File: src/hdl/cbts_pkg.sv
// Shared types and constants of the CAN bit timing search block.
// No dependencies; taken in by the controller, the datapath, the top level and the checker.
package cbts_pkg;

    localparam int CLK_W   = 28;   // peripheral clock in hertz
    localparam int RATE_W  = 20;   // requested bit rate
    localparam int DIV_W   = 4;    // prescaler divider minus one
    localparam int WORD_W  = 15;   // packed timing word
    localparam int CNT_W   = 5;    // divide step counter
    localparam int QM1_W   = 5;    // quanta minus one
    localparam int SEGS_W  = 5;    // segment total
    localparam int STEP_W  = 10;   // quanta * (div + 1)
    localparam int PROD_W  = 15;   // segs * quanta * (div + 1)

    localparam logic [CLK_W-1:0]  CLK_RESET      = CLK_W'(48000000);
    localparam logic [CNT_W-1:0]  DIV_STEPS_LAST = CNT_W'(CLK_W - 1);
    localparam logic [SEGS_W-1:0] SEGS_FIRST     = SEGS_W'(3);
    localparam logic [SEGS_W-1:0] SEGS_LAST      = SEGS_W'(17);
    localparam logic [QM1_W-1:0]  QM1_LAST       = QM1_W'(31);
    localparam logic [DIV_W-1:0]  DIV_LAST       = DIV_W'(15);

    // Commands from the controller to the datapath.
    typedef struct packed {
        logic load;         // latch bit rate, start the divider
        logic div_step;     // one restoring divide step
        logic search_init;  // reset the combination walk
        logic search_step;  // advance to the next combination
        logic capture;      // store the current combination as the result
        logic clear;        // store a not-found result
    } t_cmd;

    // Status from the datapath to the controller.
    typedef struct packed {
        logic rate_zero;    // incoming bit rate is zero
        logic div_last;     // this divide step is the final one
        logic match;        // current combination equals clocks per bit
        logic search_last;  // current combination is the final one
    } t_status;

endpackage

File: src/hdl/cbts_datapath.sv
// Datapath of the CAN bit timing search: clock register, serial divider,
// combination walk and result registers. Depends on cbts_pkg.
module cbts_datapath (
    input  logic                          i_clk,
    input  logic                          i_rst_n,
    input  logic                          i_cfg_we,
    input  logic [cbts_pkg::CLK_W-1:0]    i_cfg_data,
    input  logic [cbts_pkg::RATE_W-1:0]   i_bit_rate,
    input  cbts_pkg::t_cmd                i_cmd,
    output cbts_pkg::t_status             o_status,
    output logic                          o_found,
    output logic [cbts_pkg::DIV_W-1:0]    o_prescale_div,
    output logic [cbts_pkg::WORD_W-1:0]   o_timing_word
);
    import cbts_pkg::*;

    function automatic logic [WORD_W-1:0] pack_word(input logic [QM1_W-1:0]  qm1,
                                                    input logic [SEGS_W-1:0] segs);
        logic [3:0] rest;
        logic [3:0] seg1;
        logic [3:0] seg2;
        logic [1:0] sjw;
        rest = 4'(segs - SEGS_FIRST);
        seg1 = rest >> 1;
        seg2 = rest - seg1;
        sjw  = (seg1 > 4'd3) ? 2'd3 : seg1[1:0];
        return {seg2[2:0], seg1, sjw, 1'b0, qm1};
    endfunction

    logic [CLK_W-1:0]  r_clk_hz;
    logic [RATE_W-1:0] r_rate;
    logic [RATE_W-1:0] r_rem;
    logic [CLK_W-1:0]  r_quo;
    logic [CNT_W-1:0]  r_cnt;
    logic [DIV_W-1:0]  r_div;
    logic [QM1_W-1:0]  r_qm1;
    logic [SEGS_W-1:0] r_segs;
    logic [STEP_W-1:0] r_step;
    logic              r_found;
    logic [DIV_W-1:0]  r_prescale_div;
    logic [WORD_W-1:0] r_timing_word;

    logic [RATE_W:0]   w_trial;
    logic [RATE_W:0]   w_diff;
    logic              w_ge;
    logic [PROD_W-1:0] w_prod;

    // Restoring divide: bring down one dividend bit a cycle.
    assign w_trial = {r_rem, r_quo[CLK_W-1]};
    assign w_ge    = (w_trial >= {1'b0, r_rate});
    assign w_diff  = w_trial - {1'b0, r_rate};

    assign w_prod  = PROD_W'(r_segs) * PROD_W'(r_step);

    assign o_status.rate_zero   = (i_bit_rate == '0);
    assign o_status.div_last    = (r_cnt == DIV_STEPS_LAST);
    assign o_status.match       = (CLK_W'(w_prod) == r_quo);
    assign o_status.search_last = (r_div == DIV_LAST) && (r_qm1 == QM1_LAST) &&
                                  (r_segs == SEGS_LAST);

    always_ff @(posedge i_clk) begin
        if (!i_rst_n) begin
            r_clk_hz <= CLK_RESET;
        end else if (i_cfg_we) begin
            r_clk_hz <= i_cfg_data;
        end
    end

    always_ff @(posedge i_clk) begin
        if (i_cmd.load) begin
            r_rate <= i_bit_rate;
            r_quo  <= r_clk_hz;
            r_rem  <= '0;
            r_cnt  <= '0;
        end else if (i_cmd.div_step) begin
            r_rem  <= w_ge ? w_diff[RATE_W-1:0] : w_trial[RATE_W-1:0];
            r_quo  <= {r_quo[CLK_W-2:0], w_ge};
            r_cnt  <= r_cnt + CNT_W'(1);
        end
    end

    // Walk div (outer), quanta (middle), segs (inner); keep step = quanta*(div+1).
    always_ff @(posedge i_clk) begin
        if (i_cmd.search_init) begin
            r_div  <= '0;
            r_qm1  <= '0;
            r_segs <= SEGS_FIRST;
            r_step <= STEP_W'(1);
        end else if (i_cmd.search_step) begin
            if (r_segs == SEGS_LAST) begin
                r_segs <= SEGS_FIRST;
                if (r_qm1 == QM1_LAST) begin
                    r_qm1  <= '0;
                    r_div  <= r_div + DIV_W'(1);
                    r_step <= STEP_W'(r_div) + STEP_W'(2);
                end else begin
                    r_qm1  <= r_qm1 + QM1_W'(1);
                    r_step <= r_step + STEP_W'(r_div) + STEP_W'(1);
                end
            end else begin
                r_segs <= r_segs + SEGS_W'(1);
            end
        end
    end

    always_ff @(posedge i_clk) begin
        if (i_cmd.capture) begin
            r_found        <= 1'b1;
            r_prescale_div <= r_div;
            r_timing_word  <= pack_word(r_qm1, r_segs);
        end else if (i_cmd.clear) begin
            r_found        <= 1'b0;
            r_prescale_div <= '0;
            r_timing_word  <= '0;
        end
    end

    assign o_found        = r_found;
    assign o_prescale_div = r_prescale_div;
    assign o_timing_word  = r_timing_word;

endmodule

File: src/hdl/cbts_ctrl.sv
// Controller of the CAN bit timing search: sequences divide and walk,
// drives busy and the result strobe. Depends on cbts_pkg.
module cbts_ctrl (
    input  logic              i_clk,
    input  logic              i_rst_n,
    input  logic              i_start,
    input  cbts_pkg::t_status i_status,
    output cbts_pkg::t_cmd    o_cmd,
    output logic              o_busy,
    output logic              o_strobe
);
    import cbts_pkg::*;

    typedef enum logic [1:0] {
        ST_IDLE,
        ST_DIV,
        ST_SEARCH
    } t_state;

    t_state r_state, n_state;
    logic   r_busy, n_busy;
    logic   r_strobe, n_strobe;
    t_cmd   w_cmd;

    always_comb begin
        w_cmd    = '0;
        n_state  = r_state;
        n_strobe = 1'b0;
        unique case (r_state)
            ST_IDLE: begin
                if (i_start) begin
                    if (i_status.rate_zero) begin
                        w_cmd.clear = 1'b1;
                        n_strobe    = 1'b1;
                    end else begin
                        w_cmd.load = 1'b1;
                        n_state    = ST_DIV;
                    end
                end
            end
            ST_DIV: begin
                w_cmd.div_step = 1'b1;
                if (i_status.div_last) begin
                    w_cmd.search_init = 1'b1;
                    n_state           = ST_SEARCH;
                end
            end
            ST_SEARCH: begin
                if (i_status.match) begin
                    w_cmd.capture = 1'b1;
                    n_strobe      = 1'b1;
                    n_state       = ST_IDLE;
                end else if (i_status.search_last) begin
                    w_cmd.clear = 1'b1;
                    n_strobe    = 1'b1;
                    n_state     = ST_IDLE;
                end else begin
                    w_cmd.search_step = 1'b1;
                end
            end
            default: begin
                n_state = ST_IDLE;
            end
        endcase
        n_busy = (n_state != ST_IDLE);
    end

    always_ff @(posedge i_clk) begin
        if (!i_rst_n) begin
            r_state  <= ST_IDLE;
            r_busy   <= 1'b0;
            r_strobe <= 1'b0;
        end else begin
            r_state  <= n_state;
            r_busy   <= n_busy;
            r_strobe <= n_strobe;
        end
    end

    assign o_cmd    = w_cmd;
    assign o_busy   = r_busy;
    assign o_strobe = r_strobe;

endmodule

File: src/hdl/can_bit_timing_search.sv
// Top level of the CAN bit timing search block.
// Instantiates cbts_ctrl and cbts_datapath; depends on cbts_pkg.
//
// Usage:
//   Request channel: drive i_bit_rate and raise start; the request is taken
//   at a rising edge with start high and busy low. busy stays high while
//   the request is worked on.
//   Result channel: o_strobe is high for exactly one cycle; o_found,
//   o_prescale_div and o_timing_word are valid in that cycle and hold
//   until the next result. There is no back-pressure: capture the result
//   when o_strobe is high, the block never waits for the receiver.
//   Configuration: i_cfg_valid/o_cfg_ready/i_cfg_data write the peripheral
//   clock in hertz; o_cfg_ready is high whenever busy is low.
// Operation:
//   A zero bit rate gives a not-found result in the cycle after the request.
//   Otherwise a restoring divider first computes clocks per bit, then
//   the walk tests one (divider, quanta, segments) combination per cycle,
//   up to 7680 of them, and the strobe reports the first match or, if
//   there is none, a not-found result.
//   One request at a time; a new one may be given in the strobe cycle.
// Reset:
//   Synchronous, active low. Returns to idle, drops busy and the strobe,
//   and loads the peripheral clock with 48 MHz.
module can_bit_timing_search (
    input  logic                          i_clk,
    input  logic                          i_rst_n,
    input  logic                          start,
    output logic                          busy,
    input  logic [cbts_pkg::RATE_W-1:0]   i_bit_rate,
    output logic                          o_strobe,
    output logic                          o_found,
    output logic [cbts_pkg::DIV_W-1:0]    o_prescale_div,
    output logic [cbts_pkg::WORD_W-1:0]   o_timing_word,
    input  logic                          i_cfg_valid,
    output logic                          o_cfg_ready,
    input  logic [cbts_pkg::CLK_W-1:0]    i_cfg_data
);
    import cbts_pkg::*;

    t_cmd    w_cmd;
    t_status w_status;
    logic    w_busy;
    logic    w_cfg_we;

    // Take clock writes only while no request is in flight.
    assign o_cfg_ready = !w_busy;
    assign w_cfg_we    = i_cfg_valid && !w_busy;
    assign busy        = w_busy;

    // Sequence the request: divide, walk, then report.
    cbts_ctrl u_ctrl (
        .i_clk    (i_clk),
        .i_rst_n  (i_rst_n),
        .i_start  (start),
        .i_status (w_status),
        .o_cmd    (w_cmd),
        .o_busy   (w_busy),
        .o_strobe (o_strobe)
    );

    // Hold the clock setting, compute clocks per bit and walk combinations.
    cbts_datapath u_dp (
        .i_clk          (i_clk),
        .i_rst_n        (i_rst_n),
        .i_cfg_we       (w_cfg_we),
        .i_cfg_data     (i_cfg_data),
        .i_bit_rate     (i_bit_rate),
        .i_cmd          (w_cmd),
        .o_status       (w_status),
        .o_found        (o_found),
        .o_prescale_div (o_prescale_div),
        .o_timing_word  (o_timing_word)
    );

endmodule

File: config.mk
export PLATFORM = sky130hd
export DESIGN_NAME = can_bit_timing_search
export DESIGN_NICKNAME = d
export VERILOG_FILES = /design/src/hdl/cbts_pkg.sv /design/src/hdl/cbts_datapath.sv /design/src/hdl/cbts_ctrl.sv /design/src/hdl/can_bit_timing_search.sv
export SDC_FILE = /design/constraint.sdc
export NUM_CORES = 1
export LEC_CHECK = 0
export BUFFER_PORTS_ARGS = -buffer_cell sky130_fd_sc_hd__buf_2
export CORE_ASPECT_RATIO = 0.6
export CORE_MARGIN = 2
export CORE_UTILIZATION = 25
export CTS_CLUSTER_DIAMETER = 80
export DETAILED_ROUTE_END_ITERATION = 7
export GPL_TIMING_DRIVEN = 0
export PLACE_DENSITY = 0.4
export SYNTH_ARGS = -nofsm -noshare
export SYNTH_HDL_FRONTEND = slang
export SYNTH_SLANG_ARGS = --single-unit
File: constraint.sdc
create_clock -name i_clk -period 7.8 [get_ports i_clk]
set_clock_uncertainty 0.2 [all_clocks]
set_input_delay 0.39 -clock i_clk [delete_from_list [all_inputs] [get_ports i_clk]]
set_output_delay 0.39 -clock i_clk [all_outputs]
set_load 0.01 [all_outputs]
==> results of run 1 <==
[Yosys cell counts (16+ instances only)]
master and instances:
dfxtp_1 82, inv_1 60, mux2i_1 19, nand3_1 37, nor2_1 55, o31ai_1 16, a21oi_1 34, a21boi_0 23
clkbuf_1 40, o21ai_0 45, xnor2_1 22, nand2_1 221, fa_1 27, edfxtp_1 65, nor3_1 20, and3_1 20
and2_1 27, ha_1 57
[routing by layer]
metal | vias to the layer above | share of wire, %
li1 | 3943 | -
met1 | 3724 | 58
met2 | 182 | 36
met3 | 18 | 5.2
met4 | 0 | 0.82
met5 | - | 0
[cells by family after synthesis]
kind of cell	Yosys count	share of synthesized area, %
simple gates	451	23.0
flops	147	38.6
xor+xnor	39	3.90
buf+inv	114	4.87
fa+ha+maj	84	13.5
mux	20	2.17
compound gates	192	14.0
other cells	1	0.0403
[power by group through the flow]
| stage | Sequential (uW) | Combinational [uW] | Clock [uW] |
|---|---|---|---|
| floorplan | 966 | 563 | 0 |
| finish | 974 | 763 | 822 |
| CTS | 974 | 762 | 849 |
| global route | 987 | 860 | 882 |
| global placement | 990 | 742 | 0 |
| detailed placement | 990 | 743 | 0 |
[what timing repair did]
action	CTS	global route
hold buffers	40	0
buffers inserted	0	0
endpoints found under the hold margin	40	0
endpoints found under the setup margin	0	0
[flip-flops by register name (all words and copies together), names as in the netlist, 2 cells and up]
register             flops
u_ctrl.r_state           2
u_dp.r_rate             20
u_dp.r_quo              28
u_dp.r_rem              20
u_dp.r_segs              5
u_dp.r_qm1               5
u_dp.r_div               4
u_dp.r_clk_hz           28
u_dp.r_cnt               5
u_dp.r_step             10
u_dp.o_prescale_div      4
u_dp.o_timing_word      13
[worst paths after layout]
| path | start | endpoint | slack [ns] |
|---|---|---|---|
| setup / recovery | u_dp.r_segs[2] | u_dp.o_timing_word[9] | 1.03 |
| hold / removal | i_cfg_data[1] | u_dp.r_clk_hz[1] | 0.02 |
| setup reg to reg | u_dp.r_segs[2] | u_dp.o_timing_word[9] | 1.03 |
| hold reg to reg | u_dp.r_clk_hz[2] | u_dp.r_clk_hz[2] | 0.27 |
[worst max-delay path: cells and delay by family, from the launching register on]
family          cells  cell delay [ns]
buf+inv             3             0.84
simple gates        3             0.87
fa+ha+maj           4             1.93
flops               1             0.31
compound gates      5             2.25
[layout make-up]
class                   count  area [sq um]
inverters                  62           233
plain buffers              52           221
clock buffers              17           425
repair buffers            112           761
fillers                  3932         25200
well taps                 476           596
clock inverters            15           148
multi-input cells         788          5260
flip-flops and latches    147          3590
[stage by stage]
step | std cells | utilization, % | cell area, sq um | power [uW]
after floorplan | 1049 | - | 9300 | 1530
after global placement | 1597 | 28.1 | 10300 | 1730
after detailed placement | 1597 | 28.1 | 10300 | 1730
after CTS | 1669 | 30.8 | 11200 | 2590
after global routing | 1669 | 30.8 | 11200 | 2730
final | 1669 | 30.8 | 11200 | 2560
==> results.sh, run 1 <==
export IMPL_status="completed"
export IMPL_die_width_um=253
export IMPL_grt_busiest_layer="met1"
export IMPL_syn_to_final_growth_pct=20.8
export IMPL_wire_per_inst_um=16.3
export IMPL_pwr_share_comb_pct=29.8
export IMPL_vias=7867
export IMPL_num_antenna_cells=0
export IMPL_grt_ovfl_total=0
export IMPL_grt_pass1_wl_um=43800
export IMPL_grt_use_met3_pct=3.51
export IMPL_cpMostUsedCell="fa_1"
export IMPL_synth_edf_count=65
export IMPL_synth_area_per_cell_sq_um=8.87
export IMPL_fin_ws_ns=1.03
export IMPL_path_cells="clkbuf_1 -> clkbuf_1 -> nand2_1 -> fa_1 -> fa_1 -> inv_1 -> fa_1 -> ha_1 -> a21oi_1 -> nor2b_1 -> nor4_1 -> o211ai_1 -> a2111oi_2 -> o211ai_1 -> o21ai_2"
export IMPL_max_slew_worst_pin_slew_ns=1.16
export IMPL_antenna_found_initial=0
export IMPL_ios=75
export IMPL_cp_required_ns=7.66
export IMPL_grt_setup_unrepaired="no"
export IMPL_layout_commonest_cell="nand2_1"
export IMPL_yosys_area_top_type="edfxtp_1"
export IMPL_whs_ns=0.0164
export IMPL_slew_headroom_pct=22.4
export IMPL_sw_frac_of_total_pct=34.8
export IMPL_final_setup_viol_count=0
export IMPL_synth_top_area_share_pct=21.0
export IMPL_grtUsageTotal_pct=14.6
export IMPL_ctsHtreeMaxLevel=4
export IMPL_drv_slew=0
export IMPL_drt_iter0_drc=502
export IMPL_met1_usage_pct=24.2
export IMPL_drtPass1Iterations=5
export IMPL_cellLeakagePower_uw=0.00474
export IMPL_layout_drive_gt1_share_pct=11.0
export IMPL_grt_pass1_vias=7612
export IMPL_cp_data_arrival_time_ns=6.63
export IMPL_hold_depth=3
export IMPL_cp_slowest_cell="o21ai_2"
export IMPL_dieArea_sq_um=38800
export IMPL_crit_path_start_kind="flop"
export IMPL_ys_types=72
export IMPL_reg2reg_depth=15
export IMPL_clk_pin_slew_ns=0.06
export IMPL_placement_io_buffers=72
export IMPL_cpPeakStageDelay_ns=0.87
export IMPL_critical_path_class="reg -> reg"
export IMPL_clkPwrFrac_pct=32.1
export IMPL_p_seq_share_pct=38.0
export IMPL_ant_nets=0
export IMPL_internal_power_uw=1670
export IMPL_yosysWarnings=0
export IMPL_drt_drc_violations_left=0
export IMPL_cts_buffer_depth=2
export IMPL_setup_worst_path_end_class="flop"
export IMPL_core_sq_um=36500
export IMPL_p_switching_uw=890
export IMPL_hp_class="in -> reg"
export IMPL_post_cts_resized=0
export IMPL_gp_congestion=0.843
export IMPL_netlist_area_sq_um=9300
export IMPL_vdd_drop_max_mv=0.149
export IMPL_timing_final_crit_share_pct=86.7
export IMPL_post_place_ws_ns=0.980
export IMPL_gr_usage_met2_pct=18.1
export IMPL_dpl_hpwl_um=20700
export IMPL_ys_top_cells_by_area="edfxtp_1 21%, dfxtp_1 18%, nand2_1 8.9%"
export IMPL_synth_main_ff_cell="dfxtp_1"
export IMPL_finalHoldViolCount=0
export IMPL_nets=1316
export IMPL_cts_root_buf="clkbuf_16"
export IMPL_placementRows=54
export IMPL_crit_fanout=18
export IMPL_synth_seq_area_share_pct=38.6
export IMPL_period_needed_ns=6.77
export IMPL_postSynthCellCount=1048
export IMPL_powerDensity_nw_per_um2=228
export IMPL_vias_per_cell=4.71
export IMPL_cap_violations=0
export IMPL_clock_sinks=147
export IMPL_die_h_um=153
export IMPL_setup_tns_ns=0
export IMPL_initial_core_util_pct=25.5
export IMPL_async_reset_ff_share_pct=0
export IMPL_clock_latency_ns=0.44
export IMPL_wirelength_um=27200
export IMPL_cts_buffers=17
export IMPL_fmax_mhz=148
export IMPL_most_common_layout_cells="221 x nand2_1, 82 x dfxtp_1, 77 x buf_2, 65 x edfxtp_1, 60 x inv_1"
export IMPL_cts_tree="done"
export IMPL_synth_seq_cells=147
export IMPL_grt_max_degree=30
(Power assumes the default switching activity.)
==> run 2: changes to the inputs <==
Settings changed: CTS_BUF_LIST set to sky130_fd_sc_hd__clkbuf_4.
Clock period 7.8 ns to 6.6 ns, I/O delays scaled along.
==> results.sh, run 2 (synthesized netlist as in run 1, its figures left out) <==
export IMPL_cts_root_buf="clkbuf_4"
export IMPL_vdd_drop_max_mv=0.0981
export IMPL_finalNonFillerCells=1684
export IMPL_worst_path_buf_inv=3
export IMPL_powerDensity_nw_per_um2=238
export IMPL_cts_buffers=17
export IMPL_clkPwrFrac_pct=22.4
export IMPL_grt_pass1_wl_um=43700
export IMPL_nets=1329
export IMPL_dp_cells=1597
export IMPL_dieArea_sq_um=38800
export IMPL_r2r_start="u_dp.r_segs[2]"
export IMPL_die_width_um=253
export IMPL_clk_pin_slew_ns=0.14
export IMPL_critical_path_class="reg -> reg"
export IMPL_cp_top_family="simple AND/OR/NAND/NOR gates"
export IMPL_r2r_end="u_dp.o_timing_word[6]"
export IMPL_grt_pass1_vias=7609
export IMPL_whs_ns=0.141
export IMPL_drt_iter0_drc=544
export IMPL_layout_drive_gt1_share_pct=11.3
export IMPL_pwr_share_comb_pct=34.2
export IMPL_placementRows=54
export IMPL_die_h_um=153
export IMPL_drt_drc_violations_left=0
export IMPL_max_slew_worst_pin_slew_ns=1.14
export IMPL_timing_final_crit_share_pct=92.6
export IMPL_ios=75
export IMPL_sw_frac_of_total_pct=37.9
export IMPL_status="completed"
export IMPL_r2r_slack_ns=0.49
export IMPL_initial_core_util_pct=25.5
export IMPL_syn_to_final_growth_pct=19.4
export IMPL_cap_violations=0
export IMPL_top_regs="u_dp.r_clk_hz (28), u_dp.r_quo (28)"
export IMPL_cpMostUsedCell="fa_1"
export IMPL_setup_worst_path_end_class="flop"
export IMPL_ant_nets=0
export IMPL_grt_ovfl_total=0
export IMPL_ctsHtreeMaxLevel=4
export IMPL_grtUsageTotal_pct=14.5
export IMPL_finalHoldViolCount=0
export IMPL_dpl_hpwl_um=20700
export IMPL_final_setup_viol_count=0
export IMPL_antenna_found_initial=1
export IMPL_hp_class="in -> reg"
export IMPL_gp_congestion=0.843
export IMPL_post_place_ws_ns=-0.220
export IMPL_cp_data_arrival_time_ns=6.35
export IMPL_cpPeakStageDelay_ns=0.70
export IMPL_placement_io_buffers=72
export IMPL_vias=7848
export IMPL_min_to="u_dp.r_clk_hz[6]"
export IMPL_wire_per_inst_um=16.1
export IMPL_cellLeakagePower_uw=0.00467
export IMPL_fin_ws_ns=0.491
export IMPL_p_seq_share_pct=43.4
export IMPL_layout_commonest_cell="nand2_1"
export IMPL_cts_buffer_depth=2
export IMPL_path_cells="clkbuf_1 -> clkbuf_1 -> nand2_1 -> fa_1 -> fa_1 -> inv_1 -> fa_1 -> ha_1 -> a211oi_1 -> nor3_1 -> nor4b_2 -> nand4_1 -> or4_4 -> nor4b_4 -> nand2_4 -> a21oi_1"
export IMPL_crit_path_start_kind="flop"
export IMPL_period_needed_ns=6.11
export IMPL_drv_slew=0
export IMPL_slew_headroom_pct=24.0
export IMPL_power_uw=2650
export IMPL_most_common_layout_cells="221 x nand2_1, 82 x dfxtp_1, 77 x buf_2, 65 x edfxtp_1, 60 x inv_1"
export IMPL_grt_setup_unrepaired="no"
export IMPL_crit_fanout=10
export IMPL_cp_slowest_cell="nor4b_4"
export IMPL_p_switching_uw=1000
export IMPL_core_sq_um=36500
export IMPL_vias_per_cell=4.66
export IMPL_reg2reg_depth=16
export IMPL_wirelength_um=27100
export IMPL_cp_required_ns=6.84
export IMPL_clock_sinks=147
export IMPL_hold_depth=4
export IMPL_clock_latency_ns=0.59
export IMPL_internal_power_uw=1640
export IMPL_grt_max_degree=30
export IMPL_min_delay_start="i_cfg_valid"
export IMPL_cts_tree="done"
export IMPL_fmax_mhz=164
export IMPL_final_util_pct=30.4
export IMPL_drtPass1Iterations=5
==> run 2: changes by cell type in the layout (fill, tap and decap cells not counted), sizes merged <==
cell	change
dlygate4sd3	+9
buf	+4
diode	+2
==> run 2: cell type report <==
class / count / area (sq um)
Sequential cell: 147 / 3590
Antenna cell: 2 / 5.00
Fill cell: 3950 / 25400
Inverter: 62 / 233
Timing Repair Buffer: 125 / 906
Buffer: 52 / 221
Tap cell: 476 / 596
Clock buffer: 17 / 128
Clock inverter: 15 / 148
Multi-Input combinational cell: 788 / 5280
==> run 2: how the worst max path moves through the flow <==
stage	startpoint	end	slack, ns	depth (start not counted)
6_report	u_dp.r_segs[2]	u_dp.o_timing_word[6]	0.49	16
3_5_place_dp	u_dp.r_segs[2]	u_dp.o_prescale_div[1]	-0.22	15
4_1_cts	u_dp.r_segs[2]	u_dp.o_timing_word[6]	0.19	16
2_1_floorplan	u_dp.r_segs[2]	u_dp.o_prescale_div[0]	1.02	15
3_3_place_gp	u_dp.r_segs[2]	u_dp.o_timing_word[2]	-0.59	15
5_1_grt	u_dp.r_segs[2]	u_dp.o_timing_word[6]	0.01	16
==> run 2: tightest hold or removal path, delay by kind of cell <==
family	cells	cell delay, ns
AOI/OAI and AO/OA	1	0.06
buffers and inverters	1	0.08
and+or+nand+nor	2	0.41
==> run 2: timing repair <==
| item | 4_1_cts | 5_1_grt |
|---|---|---|
| endpoints found under the setup margin | 18 | 59 |
| hold buffers | 49 | 0 |
| buffers inserted | 1 | 3 |
| resized for setup | 1 | 1 |
| pin swaps | 1 | 1 |
| endpoints found under the hold margin | 50 | 0 |
==> run 2: power by group through the flow <==
stage / clock network [uW] / registers (uW) / logic [uW]
after global placement: 0 / 1170 / 876
after floorplan: 0 / 1140 / 665
after CTS: 619 / 1150 / 904
after detailed placement: 0 / 1170 / 878
final: 592 / 1150 / 905
after global routing: 656 / 1170 / 1020
==> run 2: metal layers <==
metal	track usage, %	routed length, um	up-vias
li1	-	-	3970
met1	24.3	15800	3686
met2	18.1	9710	171
met3	3.00	1370	21
met4	3.21	263	0
met5	0	0	-
==> run 2: per-stage QoR <==
| stage | TNS, ns | area (sq um) |
|---|---|---|
| 3_5_place_dp | -3.86 | 10300 |
| 4_1_cts | 0 | 11100 |
| 6_report | 0 | 11100 |
| 5_1_grt | 0 | 11100 |
| 3_3_place_gp | -10.57 | 10300 |
| 2_1_floorplan | 0 | 9300 |
==> run 3: changes to the inputs <==
Settings changed: CORE_ASPECT_RATIO 0.6 to unset.
==> results.sh, run 3 (synthesized netlist as in run 1, its figures left out) <==
export IMPL_finalHoldViolCount=0
export IMPL_clock_latency_ns=0.60
export IMPL_highest_layer="met4"
export IMPL_cp_data_arrival_time_ns=6.49
export IMPL_initial_core_util_pct=25.4
export IMPL_final_setup_viol_count=0
export IMPL_cap_violations=0
export IMPL_drv_slew=0
export IMPL_ant_nets=0
export IMPL_top_regs="u_dp.r_clk_hz (28), u_dp.r_quo (28)"
export IMPL_dieArea_sq_um=38800
export IMPL_grt_ovfl_total=0
export IMPL_wirelength_um=25700
export IMPL_grt_setup_unrepaired="no"
export IMPL_status="completed"
export IMPL_wire_per_inst_um=15.4
export IMPL_fmax_mhz=162
export IMPL_period_needed_ns=6.17
export IMPL_setup_tns_ns=0
export IMPL_hp_class="in -> reg"
export IMPL_layout_drive_gt1_share_pct=10.6
export IMPL_cts_buffers=17
export IMPL_clk_pin_slew_ns=0.14
export IMPL_grt_max_degree=30
export IMPL_die_h_um=197
export IMPL_vdd_drop_max_mv=0.115
export IMPL_vias_per_cell=4.68
export IMPL_cts_root_buf="clkbuf_4"
export IMPL_power_uw=2610
export IMPL_ctsHtreeMaxLevel=4
export IMPL_drtPass1Iterations=5
export IMPL_most_common_layout_cells="221 x nand2_1, 82 x dfxtp_1, 77 x buf_2, 65 x edfxtp_1, 60 x inv_1"
export IMPL_crit_fanout=10
export IMPL_timing_final_crit_share_pct=93.5
export IMPL_grt_pass1_wl_um=42700
export IMPL_vias=7830
export IMPL_wl_met2_um=11300
export IMPL_cellLeakagePower_uw=0.00466
export IMPL_ios=75
export IMPL_die_width_um=197
export IMPL_drt_drc_violations_left=0
export IMPL_gp_congestion=0.794
export IMPL_powerDensity_nw_per_um2=236
export IMPL_drt_iter0_drc=345
export IMPL_dpl_hpwl_um=19300
export IMPL_antenna_found_initial=2
export IMPL_crit_path_start_kind="flop"
export IMPL_met1_length_um=13300
export IMPL_clock_sinks=147
export IMPL_cp_required_ns=6.92
export IMPL_placementRows=70
export IMPL_grtUsageTotal_pct=13.9
export IMPL_syn_to_final_growth_pct=18.8
export IMPL_nets=1326
export IMPL_critical_path_class="reg -> reg"
export IMPL_cts_tree="done"
export IMPL_placement_io_buffers=72
export IMPL_cts_buffer_depth=2
export IMPL_grt_pass1_vias=7835
export IMPL_slew_headroom_pct=21.0
export IMPL_core_sq_um=36600
export IMPL_setup_worst_path_end_class="flop"
export IMPL_wl_met3_um=737
export IMPL_max_slew_worst_pin_slew_ns=1.18
export IMPL_layout_commonest_cell="nand2_1"
export IMPL_r2r_slack_ns=0.43
## run 3: worst paths after layout
check / from / cells after the start / end
max: u_dp.r_segs[2] / 16 / u_dp.r_div[3]
min reg2reg: u_dp.r_clk_hz[1] / 2 / u_dp.r_clk_hz[1]
min: i_cfg_valid / 4 / u_dp.r_clk_hz[3]
max reg2reg: u_dp.r_segs[2] / 16 / u_dp.r_div[3]
## run 3: where the power goes
group | switching (uW) | total, uW | internal (uW)
clock network | 360 | 580 | 219
logic | 504 | 882 | 378
registers | 79.8 | 1150 | 1070
## run 3: final cells by class
| class | count | area, sq um |
|---|---|---|
| fillers | 3937 | 25600 |
| multi-input cells | 788 | 5270 |
| flip-flops and latches | 147 | 3590 |
| repair buffers | 122 | 871 |
| well taps | 468 | 586 |
| inverters | 62 | 233 |
| plain buffers | 52 | 221 |
| clock inverters | 15 | 141 |
| clock buffers | 17 | 128 |
| diodes | 2 | 5.00 |
## run 3: repair_timing
| action | CTS | global route |
|---|---|---|
| setup buffers | 0 | 1 |
| endpoints found under the hold margin | 50 | 0 |
| hold buffers | 49 | 0 |
| endpoints found under the setup margin | 0 | 18 |
| gates resized for setup | 0 | 1 |
## run 3: stage by stage
step | hold slack, ns | setup slack (ns) | std cells | util, % | area (sq um)
after global routing | 0.121 | 0.0519 | 1673 | 30.2 | 11000
after detailed placement | 0.252 | 0.228 | 1589 | 28.0 | 10300
final | 0.117 | 0.431 | 1673 | 30.2 | 11000
after CTS | 0.0479 | 0.176 | 1670 | 30.1 | 11000
after global placement | 0.241 | -0.251 | 1589 | 28.0 | 10200
after floorplan | 0.226 | 1.02 | 1049 | - | 9300
## run 3: layer usage
| metal | GRT usage [%] | vias to the layer above |
|---|---|---|
| met5 | 0 | - |
| met4 | 4.26 | 0 |
| met3 | 2.43 | 27 |
| met2 | 21.8 | 129 |
| met1 | 19.5 | 3721 |
| li1 | - | 3953 |
## run 3: critical path, cell delays in order (launching register included)
cell and delay [ns]:
dfxtp_1 0.33, clkbuf_1 0.30, clkbuf_1 0.44, nand2_1 0.12, fa_1 0.48, fa_1 0.55
inv_1 0.06, fa_1 0.48, ha_1 0.38, a21oi_1 0.23, o2111ai_1 0.20, a211oi_1 0.44
o21a_1 0.18, nor4_1 0.07, o211ai_1 0.78, nand2_1 0.48, o31ai_1 0.34
